===== src/hw/rtl/assert_macros.svh =====
// assertion helpers included by the top rtl file
`ifndef ASSERT_MACROS_SVH
`define ASSERT_MACROS_SVH

// property must hold at every clock edge out of reset
`define MCLM_ASSERT(name, prop) \
  name: assert property (@(posedge clk_i) disable iff (!rst_ni) prop) \
    else $error("lock manager assertion failed");

// expression must never be true out of reset
`define MCLM_NEVER(name, expr) \
  `MCLM_ASSERT(name, !(expr))

`endif


===== src/hw/rtl/mclm_pkg.sv =====
`timescale 1ns / 1ps
// ----------------------------------------------------------------------------
// mclm_pkg
// Types, request codes and datapath commands of the mutex and condition
// variable lock manager.
// ----------------------------------------------------------------------------
package mclm_pkg;

  localparam int MODE_W = 3;
  localparam int PROC_W = 8;
  localparam int KEY_W  = 32;
  localparam int ST_W   = 2;

  localparam logic [MODE_W-1:0] MODE_LOCK    = 3'd0;
  localparam logic [MODE_W-1:0] MODE_UNLOCK  = 3'd1;
  localparam logic [MODE_W-1:0] MODE_WAIT    = 3'd2;
  localparam logic [MODE_W-1:0] MODE_BCAST   = 3'd3;
  localparam logic [MODE_W-1:0] MODE_UNPAUSE = 3'd4;
  localparam logic [MODE_W-1:0] MODE_EXIT    = 3'd5;

  localparam logic [ST_W-1:0] ST_OK         = 2'd0;
  localparam logic [ST_W-1:0] ST_BAD_WAIT   = 2'd1;
  localparam logic [ST_W-1:0] ST_BAD_UNLOCK = 2'd2;

  typedef enum logic [4:0] {
    OP_NONE, OP_CAPTURE, OP_HSCAN_INIT, OP_HRD, OP_HCHK, OP_XCHK,
    OP_HRD_LAST, OP_H_MOVE, OP_H_APPEND, OP_H_APPEND_G, OP_REL_START,
    OP_LW_APPEND, OP_LC_INIT, OP_LRD, OP_LCHK, OP_LC_END,
    OP_CW_APPEND, OP_CC_INIT, OP_CRD, OP_CCHK, OP_CKEEP, OP_CDROP,
    OP_CC_END, OP_ALOAD_CW, OP_EMIT, OP_FLUSH
  } dp_op_e;

  typedef enum logic [1:0] {TGT_REQ, TGT_ACQ, TGT_GRANT} tgt_sel_e;

  typedef enum logic [1:0] {
    SCAN_KEY_FIRST, SCAN_PROC_FIRST, SCAN_PROC_ALL
  } scan_mode_e;

  typedef struct packed {
    logic [KEY_W-1:0]  key;
    logic [PROC_W-1:0] own;
  } ent_t;

  typedef struct packed {
    logic [KEY_W-1:0]  cond;
    logic [PROC_W-1:0] proc;
    logic [KEY_W-1:0]  mut;
  } cw_ent_t;

  typedef struct packed {
    dp_op_e           op;
    tgt_sel_e         tgt;
    scan_mode_e       scan;
    logic [ST_W-1:0]  st;
  } cmd_t;

  typedef struct packed {
    logic [MODE_W-1:0] mode;
    logic h_end;
    logic hmatch;
    logic xmatch;
    logic hfound;
    logic own_eq_p;
    logic own_eq_a;
    logic held_full;
    logic lw_full;
    logic cw_full;
    logic l_end;
    logic c_end;
    logic ldrop;
    logic cdrop;
    logic cmatch;
    logic out_free;
    logic pend_v;
  } stat_t;

endpackage


===== src/hw/rtl/mclm_ctrl.sv =====
`timescale 1ns / 1ps
// ----------------------------------------------------------------------------
// mclm_ctrl
// Sequencer for lock, unlock, wait, broadcast, unpause and exit: walks the
// tables one entry at a time through datapath commands.
// ----------------------------------------------------------------------------
module mclm_ctrl (
  input  logic            clk_i,
  input  logic            rst_ni,
  input  logic            in_valid_i,
  input  mclm_pkg::stat_t stat_i,
  output logic            in_ready_o,
  output mclm_pkg::cmd_t  cmd_o
);

  localparam int SW = 5;
  localparam logic [SW-1:0] S_IDLE     = 5'd0;
  localparam logic [SW-1:0] S_DISPATCH = 5'd1;
  localparam logic [SW-1:0] S_F_RD     = 5'd2;
  localparam logic [SW-1:0] S_F_CK     = 5'd3;
  localparam logic [SW-1:0] S_F_DONE   = 5'd4;
  localparam logic [SW-1:0] S_A_DEC    = 5'd5;
  localparam logic [SW-1:0] S_A_RET    = 5'd6;
  localparam logic [SW-1:0] S_R_START  = 5'd7;
  localparam logic [SW-1:0] S_R_LAST   = 5'd8;
  localparam logic [SW-1:0] S_R_MOVE   = 5'd9;
  localparam logic [SW-1:0] S_L_INIT   = 5'd10;
  localparam logic [SW-1:0] S_L_RD     = 5'd11;
  localparam logic [SW-1:0] S_L_CK     = 5'd12;
  localparam logic [SW-1:0] S_L_DONE   = 5'd13;
  localparam logic [SW-1:0] S_R_RET    = 5'd14;
  localparam logic [SW-1:0] S_C_RD     = 5'd15;
  localparam logic [SW-1:0] S_C_CK     = 5'd16;
  localparam logic [SW-1:0] S_C_DONE   = 5'd17;
  localparam logic [SW-1:0] S_X_RD     = 5'd18;
  localparam logic [SW-1:0] S_X_CK     = 5'd19;
  localparam logic [SW-1:0] S_EMIT     = 5'd20;
  localparam logic [SW-1:0] S_FLUSH    = 5'd21;

  logic [SW-1:0]             state_q, state_d, em_next_q, em_next_d;
  logic                      acq_q, acq_d, rel_q, rel_d, afail_q, afail_d;
  mclm_pkg::tgt_sel_e        em_tgt_q, em_tgt_d;
  logic [mclm_pkg::ST_W-1:0] em_st_q, em_st_d;

  assign in_ready_o = (state_q == S_IDLE);

  always_comb begin
    state_d    = state_q;
    em_next_d  = em_next_q;
    acq_d      = acq_q;
    rel_d      = rel_q;
    afail_d    = afail_q;
    em_tgt_d   = em_tgt_q;
    em_st_d    = em_st_q;
    cmd_o.op   = mclm_pkg::OP_NONE;
    cmd_o.tgt  = mclm_pkg::TGT_REQ;
    cmd_o.scan = mclm_pkg::SCAN_KEY_FIRST;
    cmd_o.st   = mclm_pkg::ST_OK;
    case (state_q)
      S_IDLE: begin
        if (in_valid_i) begin
          cmd_o.op = mclm_pkg::OP_CAPTURE;
          state_d  = S_DISPATCH;
        end
      end
      S_DISPATCH: begin
        case (stat_i.mode)
          mclm_pkg::MODE_LOCK: begin
            cmd_o.op = mclm_pkg::OP_HSCAN_INIT;
            acq_d    = 1'b1;
            state_d  = S_F_RD;
          end
          mclm_pkg::MODE_UNLOCK, mclm_pkg::MODE_WAIT: begin
            cmd_o.op = mclm_pkg::OP_HSCAN_INIT;
            acq_d    = 1'b0;
            state_d  = S_F_RD;
          end
          mclm_pkg::MODE_BCAST: begin
            cmd_o.op   = mclm_pkg::OP_CC_INIT;
            cmd_o.scan = mclm_pkg::SCAN_PROC_ALL;
            state_d    = S_C_RD;
          end
          mclm_pkg::MODE_UNPAUSE, mclm_pkg::MODE_EXIT: begin
            em_tgt_d  = mclm_pkg::TGT_REQ;
            em_st_d   = mclm_pkg::ST_OK;
            em_next_d = S_L_INIT;
            state_d   = S_EMIT;
          end
          default: state_d = S_FLUSH;
        endcase
      end
      S_F_RD: begin
        if (stat_i.h_end) begin
          state_d = S_F_DONE;
        end else begin
          cmd_o.op = mclm_pkg::OP_HRD;
          state_d  = S_F_CK;
        end
      end
      S_F_CK: begin
        cmd_o.op = mclm_pkg::OP_HCHK;
        state_d  = stat_i.hmatch ? S_F_DONE : S_F_RD;
      end
      S_F_DONE: begin
        if (acq_q) begin
          state_d = S_A_DEC;
        end else if (!stat_i.hfound || !stat_i.own_eq_p ||
                     ((stat_i.mode == mclm_pkg::MODE_WAIT) && stat_i.cw_full)) begin
          em_tgt_d  = mclm_pkg::TGT_REQ;
          em_st_d   = (stat_i.mode == mclm_pkg::MODE_WAIT) ? mclm_pkg::ST_BAD_WAIT
                                                           : mclm_pkg::ST_BAD_UNLOCK;
          em_next_d = S_FLUSH;
          state_d   = S_EMIT;
        end else begin
          state_d = S_R_START;
        end
      end
      S_A_DEC: begin
        afail_d = 1'b0;
        state_d = S_A_RET;
        if (stat_i.hfound) begin
          if (stat_i.own_eq_a) begin
            em_tgt_d  = mclm_pkg::TGT_ACQ;
            em_st_d   = mclm_pkg::ST_OK;
            em_next_d = S_A_RET;
            state_d   = S_EMIT;
          end else if (!stat_i.lw_full) begin
            cmd_o.op = mclm_pkg::OP_LW_APPEND;
          end else begin
            afail_d = 1'b1;
          end
        end else if (!stat_i.held_full) begin
          cmd_o.op  = mclm_pkg::OP_H_APPEND;
          em_tgt_d  = mclm_pkg::TGT_ACQ;
          em_st_d   = mclm_pkg::ST_OK;
          em_next_d = S_A_RET;
          state_d   = S_EMIT;
        end else begin
          afail_d = 1'b1;
        end
      end
      S_A_RET: begin
        acq_d = 1'b0;
        if (stat_i.mode == mclm_pkg::MODE_BCAST) begin
          cmd_o.op = afail_q ? mclm_pkg::OP_CKEEP : mclm_pkg::OP_CDROP;
          state_d  = S_C_RD;
        end else begin
          state_d = S_FLUSH;
        end
      end
      S_R_START: begin
        cmd_o.op = mclm_pkg::OP_REL_START;
        rel_d    = 1'b1;
        state_d  = S_R_LAST;
      end
      S_R_LAST: begin
        cmd_o.op = mclm_pkg::OP_HRD_LAST;
        state_d  = S_R_MOVE;
      end
      S_R_MOVE: begin
        // last entry fills the freed slot
        cmd_o.op = mclm_pkg::OP_H_MOVE;
        state_d  = S_L_INIT;
      end
      S_L_INIT: begin
        cmd_o.op = mclm_pkg::OP_LC_INIT;
        if (rel_q) cmd_o.scan = mclm_pkg::SCAN_KEY_FIRST;
        else if (stat_i.mode == mclm_pkg::MODE_UNPAUSE) cmd_o.scan = mclm_pkg::SCAN_PROC_FIRST;
        else cmd_o.scan = mclm_pkg::SCAN_PROC_ALL;
        state_d = S_L_RD;
      end
      S_L_RD: begin
        if (stat_i.l_end) begin
          cmd_o.op = mclm_pkg::OP_LC_END;
          state_d  = S_L_DONE;
        end else begin
          cmd_o.op = mclm_pkg::OP_LRD;
          state_d  = S_L_CK;
        end
      end
      S_L_CK: begin
        cmd_o.op = mclm_pkg::OP_LCHK;
        state_d  = S_L_RD;
      end
      S_L_DONE: begin
        if (rel_q) begin
          state_d = S_R_RET;
          if (stat_i.ldrop) begin
            // oldest waiter takes the mutex
            cmd_o.op  = mclm_pkg::OP_H_APPEND_G;
            em_tgt_d  = mclm_pkg::TGT_GRANT;
            em_st_d   = mclm_pkg::ST_OK;
            em_next_d = S_R_RET;
            state_d   = S_EMIT;
          end
        end else if (stat_i.mode == mclm_pkg::MODE_UNPAUSE) begin
          if (stat_i.ldrop) begin
            em_tgt_d  = mclm_pkg::TGT_REQ;
            em_st_d   = mclm_pkg::ST_OK;
            em_next_d = S_FLUSH;
            state_d   = S_EMIT;
          end else begin
            cmd_o.op   = mclm_pkg::OP_CC_INIT;
            cmd_o.scan = mclm_pkg::SCAN_PROC_FIRST;
            state_d    = S_C_RD;
          end
        end else begin
          cmd_o.op   = mclm_pkg::OP_CC_INIT;
          cmd_o.scan = mclm_pkg::SCAN_PROC_ALL;
          state_d    = S_C_RD;
        end
      end
      S_R_RET: begin
        rel_d = 1'b0;
        case (stat_i.mode)
          mclm_pkg::MODE_UNLOCK: begin
            em_tgt_d  = mclm_pkg::TGT_REQ;
            em_st_d   = mclm_pkg::ST_OK;
            em_next_d = S_FLUSH;
            state_d   = S_EMIT;
          end
          mclm_pkg::MODE_WAIT: begin
            cmd_o.op = mclm_pkg::OP_CW_APPEND;
            state_d  = S_FLUSH;
          end
          default: state_d = S_X_RD;
        endcase
      end
      S_C_RD: begin
        if (stat_i.c_end) begin
          cmd_o.op = mclm_pkg::OP_CC_END;
          state_d  = S_C_DONE;
        end else begin
          cmd_o.op = mclm_pkg::OP_CRD;
          state_d  = S_C_CK;
        end
      end
      S_C_CK: begin
        if (stat_i.mode == mclm_pkg::MODE_BCAST) begin
          if (stat_i.cmatch) begin
            cmd_o.op = mclm_pkg::OP_ALOAD_CW;
            acq_d    = 1'b1;
            state_d  = S_F_RD;
          end else begin
            cmd_o.op = mclm_pkg::OP_CKEEP;
            state_d  = S_C_RD;
          end
        end else begin
          cmd_o.op = mclm_pkg::OP_CCHK;
          state_d  = S_C_RD;
        end
      end
      S_C_DONE: begin
        case (stat_i.mode)
          mclm_pkg::MODE_BCAST: begin
            em_tgt_d  = mclm_pkg::TGT_REQ;
            em_st_d   = mclm_pkg::ST_OK;
            em_next_d = S_FLUSH;
            state_d   = S_EMIT;
          end
          mclm_pkg::MODE_UNPAUSE: begin
            state_d = S_FLUSH;
            if (stat_i.cdrop) begin
              em_tgt_d  = mclm_pkg::TGT_REQ;
              em_st_d   = mclm_pkg::ST_OK;
              em_next_d = S_FLUSH;
              state_d   = S_EMIT;
            end
          end
          default: begin
            cmd_o.op = mclm_pkg::OP_HSCAN_INIT;
            state_d  = S_X_RD;
          end
        endcase
      end
      S_X_RD: begin
        if (stat_i.h_end) begin
          state_d = S_FLUSH;
        end else begin
          cmd_o.op = mclm_pkg::OP_HRD;
          state_d  = S_X_CK;
        end
      end
      S_X_CK: begin
        // on a match the index stays, the moved-in entry is checked next
        cmd_o.op = mclm_pkg::OP_XCHK;
        state_d  = stat_i.xmatch ? S_R_START : S_X_RD;
      end
      S_EMIT: begin
        if (stat_i.out_free) begin
          cmd_o.op  = mclm_pkg::OP_EMIT;
          cmd_o.tgt = em_tgt_q;
          cmd_o.st  = em_st_q;
          state_d   = em_next_q;
        end
      end
      S_FLUSH: begin
        if (!stat_i.pend_v || stat_i.out_free) begin
          cmd_o.op = mclm_pkg::OP_FLUSH;
          state_d  = S_IDLE;
        end
      end
      default: state_d = S_IDLE;
    endcase
  end

  always_ff @(posedge clk_i or negedge rst_ni) begin
    if (!rst_ni) begin
      state_q   <= S_IDLE;
      em_next_q <= S_IDLE;
      acq_q     <= 1'b0;
      rel_q     <= 1'b0;
      afail_q   <= 1'b0;
      em_tgt_q  <= mclm_pkg::TGT_REQ;
      em_st_q   <= mclm_pkg::ST_OK;
    end else begin
      state_q   <= state_d;
      em_next_q <= em_next_d;
      acq_q     <= acq_d;
      rel_q     <= rel_d;
      afail_q   <= afail_d;
      em_tgt_q  <= em_tgt_d;
      em_st_q   <= em_st_d;
    end
  end

endmodule

===== config.mk =====
export PLATFORM = sky130hd
export DESIGN_NAME = mclm_ctrl
export DESIGN_NICKNAME = d
export VERILOG_FILES = /design/src/hw/rtl/assert_macros.svh /design/src/hw/rtl/mclm_pkg.sv /design/src/hw/rtl/mclm_ctrl.sv
export SDC_FILE = /design/constraint.sdc
export NUM_CORES = 1
export LEC_CHECK = 0
export BUFFER_PORTS_ARGS = -buffer_cell sky130_fd_sc_hd__clkbuf_2
export CORE_MARGIN = 2
export CORE_UTILIZATION = 57
export CTS_CLUSTER_DIAMETER = 30
export CTS_CLUSTER_SIZE = 40
export DETAILED_ROUTE_END_ITERATION = 8
export PLACE_DENSITY = 0.81
export SLEW_MARGIN = 20
export SYNTH_ARGS = -nofsm -noshare
export SYNTH_HDL_FRONTEND = slang
export SYNTH_SLANG_ARGS = --single-unit

===== constraint.sdc =====
create_clock -name clk_i -period 2.83 [get_ports clk_i]
set_clock_uncertainty 0.15 [all_clocks]
set_input_delay 0.1415 -clock clk_i [delete_from_list [all_inputs] [get_ports clk_i]]
set_output_delay 0.1415 -clock clk_i [all_outputs]
set_load 0.03 [all_outputs]

==> metrics.log <==
INFO  metric ant_cells = 0
INFO  metric final_design_area_no_fill = 2160 um2
INFO  metric power_leakage = 0.933 nW
INFO  metric drt_first_pass_iters = 6
INFO  metric pin_count_of_the_biggest_net_entering_global_routing = 21
INFO  metric placed_cells_incl_taps = 325
INFO  metric p_sw_share = 53.1%
INFO  metric place_ws = 0.458 ns
INFO  metric post-route-period-util = 95.0%
INFO  metric insertion_delay = 0.29 ns
INFO  metric routedWlPerCell = 19.4 um
INFO  metric post-layout-total-power = 2.15 mW
INFO  metric final_hpwl_dp = 4810 um
INFO  metric remaining_drc_errors = 0
INFO  metric grt_setup_unrepaired = false
INFO  metric final_core_utilization = 65.8%
INFO  metric edff_count_synth = 0
INFO  metric finalWorstSetupSlack = 0.141 ns
INFO  metric syn_inst = 256
INFO  metric p_switching = 1.14 mW
INFO  metric startpoint = state_q[3]
INFO  metric areaGrowthSynthToFinish = 13.2%
INFO  metric synth-warning-count = 0
INFO  metric fin_crit = 2.69 ns
INFO  metric detailroute.wirelength.met3 = 637 um
INFO  metric worstHoldEndpoint = afail_q
INFO  metric post_synthesis_cell_area = 1910 um2
INFO  metric cts.path.max_buffers = 2
INFO  metric yosys.cell_types.count = 61
INFO  metric p_clk_share = 7.6%
INFO  metric cellInternalPower = 1.01 mW
INFO  metric reg2reg_depth = 5
INFO  metric routed_wl = 6390 um
INFO  metric worstReg2RegEnd = em_next_q[0]
INFO  metric most_common_library_cell_in_the_layout_ignoring_fill_and_taps = sky130_fd_sc_hd__clkbuf_2
INFO  metric die_h = 61.9 um
INFO  metric port_buffers = 33
INFO  metric synthesized_net_count = 278
INFO  metric setup.reg_to_reg.worst_slack = 0.37 ns
INFO  metric report.final.slew_viol_count = 0
INFO  metric timing.max_cap.violations = 0
INFO  metric timing.critical_path.required = 2.54 ns
INFO  metric antenna_violating_nets_post_route = 0
INFO  metric multi_input_area = 1380 um2
INFO  metric rows = 21
INFO  metric pwr-share-seq = 20.0%
INFO  metric power_density = 997 nW/um2
INFO  metric seq_area = 400 um2
INFO  metric met2_wirelength = 2850 um
INFO  metric max_slew.worst_pin.slew = 0.694 ns
INFO  metric max_rail_drop_vdd = 598 uV
INFO  metric clock-root-buffer = sky130_fd_sc_hd__clkbuf_4
INFO  metric synth_top_flop_cell = sky130_fd_sc_hd__dfrtp_1
INFO  metric vias_per_cell = 6.70
INFO  metric fmax = 372 MHz
INFO  metric critical_path.startpoint_type = flop
INFO  metric commonest_cells_after_routing_fill_and_taps_aside = 33 x sky130_fd_sc_hd__clkbuf_2, 21 x sky130_fd_sc_hd__nand2_1, 18 x sky130_fd_sc_hd__nor2_1, 16 x sky130_fd_sc_hd__a21oi_1, 16 x sky130_fd_sc_hd__dfrtp_1
INFO  metric final_layout_size_suffix_gt1_share = 22.5%
INFO  metric r2r_start = state_q[3]
INFO  metric initialDrtViolationCount = 207
INFO  metric fin_nets = 307
INFO  metric core-area = 3280 um2
INFO  metric status = finished, final reports clean
INFO  metric endpoint_kind = output pin
INFO  metric worstPathMaxFanout = 13
INFO  metric ioPinCount = 34
INFO  metric track_usage = 34.9%
INFO  metric final.fill_count = 306
INFO  metric initial_utilization = 58.1%
INFO  metric cts_sinks = 16
INFO  metric worst_hold_startpoint = stat_i[8]
INFO  metric fin_worst_hold_slack = 0.0347 ns
INFO  metric layout.cells.non_filler = 330
INFO  metric hold_viol = 0
INFO  metric worst-endpoint-arrival = 2.40 ns
INFO  metric wl_met1 = 2610 um
INFO  metric die_w = 61.9 um
INFO  metric antenna_found_initial = 0
INFO  metric number_of_instances_on_the_worst_hold_path = 3
INFO  metric cts_max_level = 1
INFO  metric top_layer_used = met4
INFO  metric timing_worst_setup_path_type = reg -> out
INFO  metric synthesis.area_per_instance = 7.45 um2
INFO  metric ys_seq_area_share = 21.0%
INFO  metric relSlewSlack = 53.1%
INFO  metric cts_tree = done
INFO  metric grt_pass1_wl = 9740 um
INFO  metric die_area = 3830 um2
INFO  metric power_frac_comb = 72.3%
INFO  metric postSynth.asyncResetShare = 100%
INFO  metric synthesis_stage_register_bit_count = 16
INFO  metric via_count_of_the_first_global_routing_pass = 1916
INFO  metric global_route.overflow_total = 0
INFO  metric dr_total_vias = 2210
INFO  metric tritoncts.num_buffers = 3
INFO  metric place.gp.congestion = 1.09
INFO  metric worst_min_path_class = in -> reg
INFO  metric setup_viol = 0
INFO  metric postPlaceCellArea = 2110 um2
INFO  metric worst_setup_hold_path_clk_slew = 0.12 ns
INFO  metric setup-tns-final = 0 ns
==> registers in the layout, summed over array words and instances (netlist names) <==
signal     cells
afail_q        1
acq_q          1
state_q        5
em_st_q        2
em_next_q      4
rel_q          1
em_tgt_q       2
==> cells in the mapped netlist (all sizes together) (3+ instances only) <==
cell type,number,area (um2)
a31oi,3,18.8
a21oi,16,80.1
clkbuf,14,53.8
mux2i,3,30.0
nand4,7,65.1
and2,5,31.3
and3,8,50.1
o2111ai,3,26.3
nor2b,11,76.3
or2,5,31.3
nand2b,12,75.1
nand2,21,78.8
a211oi,5,37.5
dfrtp,16,400
a221oi,3,26.3
a21o,4,30.0
nand3,7,35.0
nor3b,5,42.5
nor2,18,67.6
o211ai,4,30.0
buf,8,53.8
mux2,3,45.0
a22o,3,26.3
nor4,5,31.3
o21ai,15,75.1
inv,6,22.5
o21bai,4,30.0
a32oi,3,26.3
nor3,8,40.0
==> power groups by stage <==
stage / logic (mW) / registers, mW / clock network, mW
floorplan: 1.18 / 0.368 / 0
global placement: 1.52 / 0.425 / 0
detailed placement: 1.52 / 0.428 / 0
CTS: 1.53 / 0.423 / 0.165
global route: 1.68 / 0.439 / 0.177
finish: 1.56 / 0.431 / 0.165
==> area by class of cell <==
cell class | instances | area share, %
Multi-Input combinational cell | 212 | 63.8
Sequential cell | 16 | 18.5
Clock buffer | 4 | 1.68
Tap cell | 46 | 2.67
Timing Repair Buffer | 46 | 12.3
Inverter | 6 | 1.04
==> kinds of logic after synthesis <==
family | Yosys count | share of synthesized area (%)
AND/OR/NAND/NOR | 127 | 39.5
AO/OA/AOI/OAI | 79 | 28.7
buffers and inverters | 28 | 6.82
flip-flops | 16 | 21.0
multiplexers | 6 | 3.93
==> layer usage <==
metal	vias to the layer above	global-route usage, %
met5	-	0
met4	0	15.8
met3	27	4.76
met2	158	51.9
met1	1004	49.9
li1	1021	-
==> timing repair <==
item / in CTS / in global routing
buffers inserted: 0 / 0
endpoints found under the hold margin: 16 / 0
resized for setup: 0 / 0
hold buffers: 1 / 0
setup endpoints to repair: 0 / 0
==> worst max-delay path: stages (launching register included) <==
cell,delay (ns)
sky130_fd_sc_hd__dfrtp_1,0.59
sky130_fd_sc_hd__buf_4,0.26
sky130_fd_sc_hd__nor2b_1,0.11
sky130_fd_sc_hd__and3_1,0.29
sky130_fd_sc_hd__a22o_1,0.27
sky130_fd_sc_hd__a211oi_1,0.24
sky130_fd_sc_hd__o21ai_0,0.14
sky130_fd_sc_hd__clkbuf_2,0.20
==> how the worst max path moves through the flow <==
stage	endpoint	slack, ns	cells past startpoint
finish	cmd_o[9]	0.14	7
global route	cmd_o[9]	0.07	7
CTS	cmd_o[9]	0.21	7
detailed placement	em_next_q[0]	0.46	5
global placement	em_st_q[0]	0.48	6
floorplan	cmd_o[6]	0.27	6
No activity file was read; power rests on OpenSTA's default activity.
